===== src/design/dtparse_pkg.sv =====
// ----------------------------------------------------------------------------
// dtparse_pkg
// Types and constants shared by the date-time string parser modules.
// ----------------------------------------------------------------------------
package dtparse_pkg;

  // Character codes
  localparam logic [7:0] CHAR_ZERO = 8'h30;
  localparam logic [7:0] CHAR_NINE = 8'h39;

  // Field positions within the string
  localparam int unsigned DATE_DIGITS  = 8;
  localparam int unsigned TIME_END     = 14;
  localparam int unsigned FRACTION_END = 17;

  // Range limits and scaling
  localparam logic [6:0] HOUR_LIMIT   = 7'd24;
  localparam logic [6:0] MINSEC_LIMIT = 7'd60;
  localparam logic [9:0] MS_PER_SEC   = 10'd1000;

  // Widths
  localparam int unsigned POS_W  = 5;
  localparam int unsigned DATE_W = 32;
  localparam int unsigned SEC_W  = 17;
  localparam int unsigned MS_W   = 27;
  localparam int unsigned FRAC_W = 10;
  localparam int unsigned RES_W  = 1 + DATE_W + MS_W + POS_W;
  localparam int unsigned OUT_TDATA_W = ((RES_W + 7) / 8) * 8;

  // Queue between front and back
  localparam int unsigned QUEUE_DEPTH = 4;
  localparam int unsigned QPTR_W = $clog2(QUEUE_DEPTH);

  // Classified character
  typedef struct packed {
    logic       first;
    logic       digit;
    logic [3:0] value;
  } item_t;

  // One result
  typedef struct packed {
    logic [POS_W-1:0]  consumed_count;
    logic [MS_W-1:0]   time_ms;
    logic [DATE_W-1:0] date_bcd;
    logic              parse_ok;
  } result_t;

endpackage


===== src/design/dtparse_queue.sv =====
// ----------------------------------------------------------------------------
// dtparse_queue
// Small flop-based FIFO of classified characters between front and back.
// ----------------------------------------------------------------------------
module dtparse_queue
  import dtparse_pkg::*;
(
  input  logic  clk,
  input  logic  rst,
  input  logic  push,
  input  item_t push_item,
  output logic  full,
  input  logic  pop,
  output item_t pop_item,
  output logic  valid
);

  item_t             entries [QUEUE_DEPTH];
  logic [QPTR_W-1:0] wr_ptr;
  logic [QPTR_W-1:0] rd_ptr;
  logic [QPTR_W:0]   count;

  assign full     = (count == (QPTR_W+1)'(QUEUE_DEPTH));
  assign valid    = (count != '0);
  assign pop_item = entries[rd_ptr];

  // Storage, no reset needed
  always_ff @(posedge clk) begin
    if (push) begin
      entries[wr_ptr] <= push_item;
    end
  end

  // Pointers and occupancy
  always_ff @(posedge clk) begin
    if (rst) begin
      wr_ptr <= '0;
      rd_ptr <= '0;
      count  <= '0;
    end else begin
      if (push) begin
        wr_ptr <= wr_ptr + 1'b1;
      end
      if (pop) begin
        rd_ptr <= rd_ptr + 1'b1;
      end
      case ({push, pop})
        2'b10:   count <= count + 1'b1;
        2'b01:   count <= count - 1'b1;
        default: count <= count;
      endcase
    end
  end

endmodule


===== src/design/dtparse_front.sv =====
// ----------------------------------------------------------------------------
// dtparse_front
// Input side: takes characters and classifies them as digit or not.
// ----------------------------------------------------------------------------
module dtparse_front
  import dtparse_pkg::*;
(
  input  logic       s_tvalid,
  output logic       s_tready,
  input  logic [7:0] s_tdata,   // char_code[7:0]
  input  logic       s_tuser,   // first
  input  logic       queue_full,
  output logic       push,
  output item_t      push_item
);

  logic       is_digit;
  logic [7:0] offset;

  // Accept whenever the queue has room
  assign s_tready = !queue_full;
  assign push     = s_tvalid && s_tready;

  // Classify the character
  always_comb begin
    is_digit = (s_tdata >= CHAR_ZERO) && (s_tdata <= CHAR_NINE);
    offset   = s_tdata - CHAR_ZERO;
    push_item.first = s_tuser;
    push_item.digit = is_digit;
    push_item.value = is_digit ? offset[3:0] : 4'd0;
  end

endmodule


===== src/design/dtparse_back.sv =====
// ----------------------------------------------------------------------------
// dtparse_back
// Parser state and result register; consumes one classified character per
// cycle while the output is not stalled and produces at most one result per string.
// ----------------------------------------------------------------------------
module dtparse_back
  import dtparse_pkg::*;
(
  input  logic                   clk,
  input  logic                   rst,
  input  logic                   q_valid,
  input  item_t                  q_item,
  output logic                   pop,
  output logic                   m_tvalid,
  input  logic                   m_tready,
  output logic [OUT_TDATA_W-1:0] m_tdata  // parse_ok, date_bcd, time_ms, consumed_count, zero pad
);

  // Parse state
  logic [POS_W-1:0]  position, position_next;
  logic [DATE_W-1:0] date_accum, date_accum_next;
  logic [3:0]        pair_value, pair_value_next;
  logic [SEC_W-1:0]  sec_accum, sec_accum_next;
  logic [FRAC_W-1:0] frac_accum, frac_accum_next;
  logic              finished, finished_next;
  logic              range_bad, range_bad_next;

  result_t           result;

  // Effective state after a possible restart
  logic [POS_W-1:0]  pos_e;
  logic [DATE_W-1:0] date_e;
  logic [3:0]        pair_e;
  logic [SEC_W-1:0]  sec_e;
  logic [FRAC_W-1:0] frac_e;
  logic              fin_e;
  logic              bad_e;

  logic [6:0]        pair_full;
  logic [6:0]        limit;
  logic [22:0]       sec_scaled;
  logic [FRAC_W-1:0] frac_add;
  logic [FRAC_W-1:0] frac_sum;
  logic [FRAC_W-1:0] frac_out;
  logic [MS_W-1:0]   ms_total;
  logic              emit_ok;
  logic              emit_fail;
  logic [POS_W-1:0]  emit_pos;

  assign pop = q_valid && (!m_tvalid || m_tready);

  // Next-state logic for one character
  always_comb begin
    fin_e  = q_item.first ? 1'b0 : finished;
    pos_e  = q_item.first ? '0 : position;
    date_e = q_item.first ? '0 : date_accum;
    pair_e = q_item.first ? '0 : pair_value;
    sec_e  = q_item.first ? '0 : sec_accum;
    frac_e = q_item.first ? '0 : frac_accum;
    bad_e  = q_item.first ? 1'b0 : range_bad;

    position_next   = pos_e;
    date_accum_next = date_e;
    pair_value_next = pair_e;
    sec_accum_next  = sec_e;
    frac_accum_next = frac_e;
    finished_next   = fin_e;
    range_bad_next  = bad_e;

    pair_full  = 7'(pair_e) * 7'd10 + 7'(q_item.value);
    limit      = (pos_e == POS_W'(DATE_DIGITS + 1)) ? HOUR_LIMIT : MINSEC_LIMIT;
    sec_scaled = 23'(sec_e) * 23'd60 + 23'(pair_full);

    // Fraction digit weight by its place
    case (pos_e)
      POS_W'(TIME_END):     frac_add = 10'(q_item.value) * 10'd100;
      POS_W'(TIME_END + 1): frac_add = 10'(q_item.value) * 10'd10;
      default:              frac_add = 10'(q_item.value);
    endcase
    frac_sum = frac_e + frac_add;

    emit_ok   = 1'b0;
    emit_fail = 1'b0;
    emit_pos  = pos_e;
    frac_out  = frac_e;

    if (!fin_e) begin
      if (pos_e < POS_W'(TIME_END)) begin
        if (!q_item.digit) begin
          emit_fail     = 1'b1;
          finished_next = 1'b1;
        end else begin
          position_next = pos_e + 1'b1;
          if (pos_e < POS_W'(DATE_DIGITS)) begin
            date_accum_next = {date_e[DATE_W-5:0], q_item.value};
          end else if (!pos_e[0]) begin
            // First digit of a time pair (positions 8, 10, 12 are even)
            pair_value_next = q_item.value;
          end else begin
            if (pair_full >= limit) begin
              range_bad_next = 1'b1;
            end
            sec_accum_next = sec_scaled[SEC_W-1:0];
            if (pos_e == POS_W'(TIME_END - 1) && (bad_e || pair_full >= limit)) begin
              emit_fail     = 1'b1;
              finished_next = 1'b1;
            end
          end
        end
      end else if (!q_item.digit) begin
        // Terminator is not consumed
        emit_ok       = 1'b1;
        finished_next = 1'b1;
      end else begin
        frac_accum_next = frac_sum;
        position_next   = pos_e + 1'b1;
        if (pos_e == POS_W'(FRACTION_END - 1)) begin
          emit_ok       = 1'b1;
          emit_pos      = POS_W'(FRACTION_END);
          frac_out      = frac_sum;
          finished_next = 1'b1;
        end
      end
    end

    ms_total = MS_W'(sec_e) * MS_W'(MS_PER_SEC) + MS_W'(frac_out);

    result = '0;
    if (emit_ok) begin
      result.parse_ok       = 1'b1;
      result.date_bcd       = date_e;
      result.time_ms        = ms_total;
      result.consumed_count = emit_pos;
    end
  end

  // Parse state registers
  always_ff @(posedge clk) begin
    if (rst) begin
      position   <= '0;
      date_accum <= '0;
      pair_value <= '0;
      sec_accum  <= '0;
      frac_accum <= '0;
      finished   <= 1'b1;
      range_bad  <= 1'b0;
    end else if (pop) begin
      position   <= position_next;
      date_accum <= date_accum_next;
      pair_value <= pair_value_next;
      sec_accum  <= sec_accum_next;
      frac_accum <= frac_accum_next;
      finished   <= finished_next;
      range_bad  <= range_bad_next;
    end
  end

  // Output register
  always_ff @(posedge clk) begin
    if (rst) begin
      m_tvalid <= 1'b0;
    end else if (pop && (emit_ok || emit_fail)) begin
      m_tvalid <= 1'b1;
    end else if (m_tready) begin
      m_tvalid <= 1'b0;
    end
  end

  always_ff @(posedge clk) begin
    if (pop && (emit_ok || emit_fail)) begin
      m_tdata <= OUT_TDATA_W'(result);
    end
  end

endmodule


===== src/design/datetime_string_parser_top.sv =====
// ----------------------------------------------------------------------------
// datetime_string_parser_top
// Parses "YYYYMMDDhhmmss[fff]" character streams into BCD date and
// milliseconds since midnight.
//
//  Port group | Direction | Payload
//  -----------+-----------+-------------------------------------------------
//  s_*        | in        | tdata: char_code[7:0]; tuser: first
//  m_*        | out       | tdata: parse_ok, date_bcd, time_ms, consumed_count
//
// One character per cycle sustained unless the output stalls; the character
// that ends the string passes the queue write, then the parser step into
// the output register. The parser step with its constant multiply-adds sets
// the rate. After reset no string is active until a first character.
// A stalled output holds the parser; the four-entry queue absorbs input.
// ----------------------------------------------------------------------------
module datetime_string_parser_top
  import dtparse_pkg::*;
(
  input  logic                   clk,
  input  logic                   rst,
  input  logic                   s_tvalid,
  output logic                   s_tready,
  input  logic [7:0]             s_tdata,   // char_code[7:0]
  input  logic                   s_tuser,   // first
  output logic                   m_tvalid,
  input  logic                   m_tready,
  output logic [OUT_TDATA_W-1:0] m_tdata    // parse_ok[0], date_bcd[32:1],
                                            // time_ms[59:33], consumed_count[64:60]
);

  logic  push;
  item_t push_item;
  logic  queue_full;
  logic  pop;
  item_t pop_item;
  logic  q_valid;

  // Front: input transactions and character classification
  dtparse_front u_front (
    .s_tvalid   (s_tvalid),
    .s_tready   (s_tready),
    .s_tdata    (s_tdata),
    .s_tuser    (s_tuser),
    .queue_full (queue_full),
    .push       (push),
    .push_item  (push_item)
  );

  // Queue between front and back
  dtparse_queue u_queue (
    .clk       (clk),
    .rst       (rst),
    .push      (push),
    .push_item (push_item),
    .full      (queue_full),
    .pop       (pop),
    .pop_item  (pop_item),
    .valid     (q_valid)
  );

  // Back: parser and result register
  dtparse_back u_back (
    .clk      (clk),
    .rst      (rst),
    .q_valid  (q_valid),
    .q_item   (pop_item),
    .pop      (pop),
    .m_tvalid (m_tvalid),
    .m_tready (m_tready),
    .m_tdata  (m_tdata)
  );

endmodule


===== config.mk =====
export PLATFORM = sky130hd
export DESIGN_NAME = datetime_string_parser_top
export DESIGN_NICKNAME = d
export VERILOG_FILES = /design/src/design/dtparse_pkg.sv /design/src/design/dtparse_queue.sv /design/src/design/dtparse_front.sv /design/src/design/dtparse_back.sv /design/src/design/datetime_string_parser_top.sv
export SDC_FILE = /design/constraint.sdc
export NUM_CORES = 1
export LEC_CHECK = 0
export BUFFER_PORTS_ARGS = -buffer_cell sky130_fd_sc_hd__buf_2
export CORE_MARGIN = 3
export CORE_UTILIZATION = 30
export DETAILED_ROUTE_END_ITERATION = 12
export GPL_ROUTABILITY_DRIVEN = 0
export PLACE_DENSITY = 0.47
export REMOVE_ABC_BUFFERS = 1
export SLEW_MARGIN = 20
export SYNTH_ARGS = -nofsm -noshare
export SYNTH_HDL_FRONTEND = slang
export SYNTH_HIERARCHICAL = 1
export SYNTH_SLANG_ARGS = --single-unit

===== constraint.sdc =====
create_clock -name clk -period 20 [get_ports clk]
set_input_delay 1 -clock clk [delete_from_list [all_inputs] [get_ports clk]]
set_output_delay 1 -clock clk [all_outputs]
set_load 0.01 [all_outputs]

==> results of run 1 <==
flip-flops by register name, summed over array words and instances (netlist names), named ones only:
| register | count |
|---|---|
| u_back/date_accum | 32 |
| u_back/finished | 1 |
| u_back/frac_accum | 10 |
| u_back/m_tdata | 65 |
| u_back/m_tvalid | 1 |
| u_back/pair_value | 4 |
| u_back/position | 5 |
| u_back/range_bad | 1 |
| u_back/sec_accum | 17 |
| u_queue/count | 3 |
| u_queue/entries | 24 |
| u_queue/rd_ptr | 2 |
| u_queue/wr_ptr | 2 |
kinds of logic after synthesis:
logic type               count (synthesis)
multiplexers                            12
buffers and inverters                  193
adder cells (fa/ha/maj)                180
AO/OA/AOI/OAI                          252
AND/OR/NAND/NOR                        402
XOR/XNOR                                94
flip-flops                             169
other                                    1
tightest hold or removal path: stages, from the launching register on:
cell     delay, ns
dfxtp_1       0.31
nand3_1       0.06
o41ai_1       0.05
placed cells by master (no fill, tap or decap), drive strengths merged, types with 4 or more instances in the layout:
| cell type | synthesis | final |
|---|---|---|
| a211oi | 8 | 8 |
| a21boi | 7 | 7 |
| a21o | 20 | 20 |
| a21oi | 62 | 62 |
| a22oi | 58 | 58 |
| and2 | 54 | 54 |
| and3 | 11 | 11 |
| buf | 21 | 87 |
| clkbuf | 33 | 17 |
| conb | 1 | 7 |
| dfxtp | 80 | 80 |
| edfxtp | 89 | 89 |
| fa | 70 | 70 |
| ha | 110 | 110 |
| inv | 139 | 148 |
| mux2 | 4 | 4 |
| mux4 | 6 | 6 |
| nand2 | 76 | 76 |
| nand2b | 9 | 9 |
| nand3 | 18 | 18 |
| nand4 | 6 | 6 |
| nor2 | 132 | 132 |
| nor2b | 36 | 36 |
| nor3 | 25 | 25 |
| nor3b | 6 | 6 |
| nor4 | 10 | 10 |
| o211ai | 8 | 8 |
| o21a | 6 | 6 |
| o21ai | 47 | 47 |
| o21bai | 7 | 7 |
| or3 | 7 | 7 |
| xnor2 | 65 | 65 |
| xor2 | 29 | 29 |
layer usage:
layer | global-route usage [%] | share of wire [%] | vias to the layer above
met4 | 3.16 | 1.1 | 0
met1 | 18.1 | 50 | 4261
met2 | 21.6 | 46 | 119
met5 | 0 | 0 | -
met3 | 2.34 | 2.7 | 17
li1 | - | - | 4570
area by class of cell:
cell class	count	area, um^2
fill	4223	27100
multi-input combinational	947	7660
sequential	169	4270
tap	532	666
inverter	139	522
timing repair buffer	87	455
clock buffer	17	425
clock inverter	15	178
final timing paths:
| check | end | cells after the start | slack (ns) |
|---|---|---|---|
| worst min register to register | u_back/frac_accum[8] | 2 | 0.46 |
| worst max register to register | u_back/m_tdata[58] | 28 | 12.80 |
| worst min-delay path | u_back/frac_accum[8] | 2 | 0.46 |
| worst max-delay path | u_back/m_tdata[58] | 28 | 12.80 |
per-stage QoR:
step           power (uW)  area, um^2  setup slack, ns  utilization (%)  std cells
3_5_place_dp          872       13600            12.76             32.9       1874
4_1_cts              1220       14200            12.72             34.3       1906
5_1_grt              1280       14200            12.10             34.3       1906
2_1_floorplan         719       12400            13.49                -       1255
6_report             1200       14200            12.80             34.3       1906
3_3_place_gp          870       13600            12.85             32.9       1874
power groups by stage:
stage                     logic, uW  registers (uW)  clock network, uW
after floorplan                 230             489                  0
after global placement          399             471                  0
after detailed placement        400             471                  0
after CTS                       403             464                358
after global routing            443             469                370
final                           394             462                345
==> results.yml, run 1 <==
status:
  status: "completed"
logic_synthesis:
  async_reset_ff_share_pct: 0
  netlist_instances: 1303
  ys.flop_type: "edfxtp_1"
  synth_xor_area_share_pct: 6.55
  seq_area_frac_synth_pct: 33.7
  yosysWarnings: 6
  ys_ff_latch: 169
  yosysMostFrequentCell: "inv_1"
  synthDistinctLibCells: 83
  avgSynthCellArea_um2: 9.73
  synthAdderAreaFrac_pct: 21.9
  synth_edf_count: 89
  synthesis.area_um2: 12700
  synth_compound_area_share_pct: 13.7
  synth_top_family_by_area: "adder cells"
  synth-simple-area-share_pct: 16.4
  synth_area_leader_cell: "edfxtp_1"
  synth_area_leaders: "edfxtp_1 (21%), dfxtp_1 (13%), fa_1 (11%)"
  synth_common_cells: "inv_1 (139), nor2_1 (132), ha_1 (110)"
  synth.top_cell.area_share_pct: 21.1
  synthMuxAreaShare_pct: 1.58
sta:
  fin_tns_setup_ns: 0
  worst_pin_slew_ns: 0.881
  holdWs_ns: 0.463
  maxSlewHeadroom_pct: 41.3
  hold_violations: 0
  drv_slew: 0
  setup_violations: 0
  min_period_ns: 7.20
  finalCritPeriodShare_pct: 36.0
  clock_skew_ns: 0.0148
  fmax_ghz: 0.139
  rsz0062_at_grt: "no"
routing:
  drc: 0
  vias: 8967
  wire_per_inst_um: 14.9
  postRouteAntennaNets: 0
  viasPerCell: 4.70
  drt-initial-drc-count: 442
  wl_mm: 28.3
  firstDrtPassIters: 5
cells_and_area:
  finalNetCount: 1554
  syn2layout_area_growth_pct: 11.9
  layout-drive-gt1-share_pct: 11.5
  num_antenna_cells: 0
cts:
  clock_sinks: 169
  cts_tree: "yes"
  cts_made_buffers: 17
  post_cts_buffers: 0
  clockBufferDepth: 2
  htreeDepth: 4
  insertion_delay_ns: 0.45
  clkTransAtPathRegs_ns: 0.07
  cts_hold_buf: 0
  post_cts_resized: 0
  cts_root_buf: "clkbuf_16"
worst_hold_path:
  hold_start: "u_back/frac_accum[8]"
  hp-class: "reg2reg"
global_route:
  grt_pass1_wl_mm: 47.7
  grt_usage_pct: 13.2
  grt_overflow: 0
  antenna_found_initial: 0
  grt_max_degree: 75
  grt_pass1_vias: 9142
power_and_ir_drop:
  power_switching_uw: 449
  p_seq_share_pct: 38.5
  power_leakage_uw: 0.00597
  p_comb_share_pct: 32.8
  p_sw_share_pct: 37.4
  power_density_nw_per_um2: 84.7
  p_clk_share_pct: 28.8
  ir_drop_mv: 0.0511
  internal-power_uw: 752
job:
  maxCapViolCount: 0
setup_path:
  slowest_stage: "dfxtp_1"
  cp_max_fo: 48
  cp-start-kind: "flip-flop"
  cp.required_ns: 20.18
  end_kind: "flip-flop"
  slowest_delay_ns: 0.57
  crit_type: "reg2reg"
  worst_path_dominant_cell_family: "compound AO/OA/AOI/OAI gates"
  cp_num_buf_inv: 3
  crit_arrival_ns: 7.38
floorplan:
  initial_utilization_pct: 30.7
  num_rows: 74
  die_h_um: 212
  die_area_um2: 44800
  pin_count: 87
  die_w_um: 212
  coreArea_um2: 41300
placement:
  port_buffers: 79
  place_hpwl_mm: 21.9
(Power assumes the default switching activity.)
==> run 2, diff against run 1 <==
Clock period 20 ns to 7.15 ns, I/O delays scaled along.
==> run 2 against run 1 <==
  * Non-clock buffer count is 8 higher
  * Die area stayed put
  * Fmax is 12% higher
  * Final area hardly changed
  * Flip-flop and latch count stayed put
  * Clock skew is 0.0087 ns higher
  * Sequential share of layout area hardly changed
  * Routed wire length is 2.7% higher
  * Power grew to 2.7 times the previous value
  * Cell count is 0.47% higher
  * Core utilization hardly changed
  * Largest power group unchanged
==> results.yml, run 2 (synthesis gave the netlist of run 1 again) <==
global_route:
  grt_usage_pct: 13.7
  grt_pass1_vias: 9397
  grt_overflow: 0
  grt_max_degree: 75
  antenna_found_initial: 0
  grt_pass1_wl_mm: 49.3
power_and_ir_drop:
  ir_drop_mv: 0.142
  power_density_nw_per_um2: 232
  power_leakage_uw: 0.00598
placement:
  dp_cells: 1882
  port_buffers: 79
  placed_cell_area_um2: 13600
  place_hpwl_mm: 22.4
routing:
  firstDrtPassIters: 7
  wire_per_inst_um: 15.2
  vias: 9135
  drt-initial-drc-count: 466
  wl_mm: 29.1
  viasPerCell: 4.77
  postRouteAntennaNets: 0
  drc: 0
sta:
  maxSlewHeadroom_pct: 38.3
  min_period_ns: 6.45
  drv_slew: 0
  rsz0062_at_grt: "no"
  fmax_ghz: 0.155
  finalCritPeriodShare_pct: 90.2
  worst_pin_slew_ns: 0.920
  setup_violations: 0
  fin_tns_setup_ns: 0
  clock_skew_ns: 0.0235
  hold_violations: 0
cts:
  cts_root_buf: "clkbuf_16"
  cts_tree: "yes"
  clockBufferDepth: 2
  post_cts_resized: 0
  htreeDepth: 4
  cts_made_buffers: 17
  clock_sinks: 169
  post_cts_buffers: 0
  cts_hold_buf: 0
  insertion_delay_ns: 0.45
  clkTransAtPathRegs_ns: 0.08
cells_and_area:
  layout_commonest_cell: "inv_1"
  seq_area_um2: 4270
  reg_top3: "u_back/m_tdata x65, u_back/date_accum x32, u_queue/entries x24"
  layout-drive-gt1-share_pct: 11.9
  largest_reg_flops: 65
  regMostFlops: "u_back/m_tdata"
  finalNetCount: 1562
  fin_area_um2: 14200
  layout.cells.non_filler: 1915
  syn2layout_area_growth_pct: 11.9
  layout_common_cells: "inv_1 (138), nor2_1 (132), ha_1 (110)"
  nFillCells: 4257
  multi_input_area_um2: 7660
floorplan:
  die_w_um: 212
  initial_utilization_pct: 30.7
  num_rows: 74
  pin_count: 87
  coreArea_um2: 41300
  die_h_um: 212
  die_area_um2: 44800
worst_hold_path:
  hold_depth: 1
  min_to: "u_queue/entries[1][5]"
  hold_start: "s_tuser"
  hp-class: "in2reg"
setup_path:
  reg2reg_slack_ns: 0.70
  rr_endpoint: "u_back/m_tdata[51]"
  cp.required_ns: 7.34
  crit_type: "reg2reg"
  rr_worst_depth: 19
  cp_max_fo: 32
  end_kind: "flip-flop"
  crit_arrival_ns: 6.64
  cp-start-kind: "flip-flop"
status:
  status: "completed"
job:
  maxCapViolCount: 0
-- run 2: worst max-delay path by stage --
stage | endpoint | startpoint | slack (ns) | depth (start not counted)
after CTS | u_back/m_tdata[51] | flip-flop | 0.70 | 19
after global routing | u_back/m_tdata[58] | flip-flop | 0.10 | 26
after detailed placement | u_back/m_tdata[51] | flip-flop | 0.75 | 19
after floorplan | u_back/m_tdata[58] | flip-flop | 0.64 | 22
after global placement | u_back/m_tdata[58] | flip-flop | 0.76 | 19
final | u_back/m_tdata[51] | flip-flop | 0.70 | 19
-- run 2: worst max-delay path, cell delays in order (launching register included) --
cell	delay [ns]
dfxtp_1	0.35
mux4_2	0.51
buf_4	0.27
buf_4	0.25
nor2b_1	0.15
and2_1	0.31
nor2_1	0.15
fa_1	0.53
fa_1	0.44
fa_1	0.51
inv_1	0.04
ha_1	0.34
a21o_1	0.20
a21oi_1	0.42
a21boi_1	0.21
o41ai_1	0.53
o211ai_1	0.35
nor4_1	0.36
o21bai_1	0.18
nand2_1	0.07
-- run 2: final cells by class --
class                           instances  share of cell area [%]
Antenna cell                            1                  0.0176
Clock buffer                           18                    3.02
Clock inverter                         14                   0.829
Inverter                              139                    3.68
Multi-Input combinational cell        947                    54.0
Sequential cell                       169                    30.1
Tap cell                              532                    4.69
Timing Repair Buffer                   95                    3.63
-- run 2: power by group --
| group | total (uW) | switching, uW | internal, uW |
|---|---|---|---|
| clock | 882 | 429 | 453 |
| sequential | 1280 | 64.5 | 1220 |
| combinational | 1130 | 760 | 366 |
| total | 3290 | 1250 | 2040 |
-- run 2: per-stage QoR --
| step | total power [uW] | hold slack, ns | util (%) | setup slack [ns] |
|---|---|---|---|---|
| after global routing | 3530 | 0.139 | 34.4 | 0.100 |
| after CTS | 3350 | 0.112 | 34.4 | 0.700 |
| after detailed placement | 2450 | 0.464 | 33.0 | 0.748 |
| after global placement | 2440 | 0.456 | 33.0 | 0.764 |
| final | 3290 | 0.140 | 34.4 | 0.701 |
| after floorplan | 2010 | 0.427 | - | 0.639 |
-- run 2: per-layer routing --
metal | vias up | GRT usage, % | share of wire, %
li1 | 4596 | - | -
met1 | 4412 | 18.8 | 50
met2 | 114 | 22.6 | 47
met3 | 13 | 2.36 | 2.3
met4 | 0 | 3.07 | 0.79
met5 | - | 0 | 0
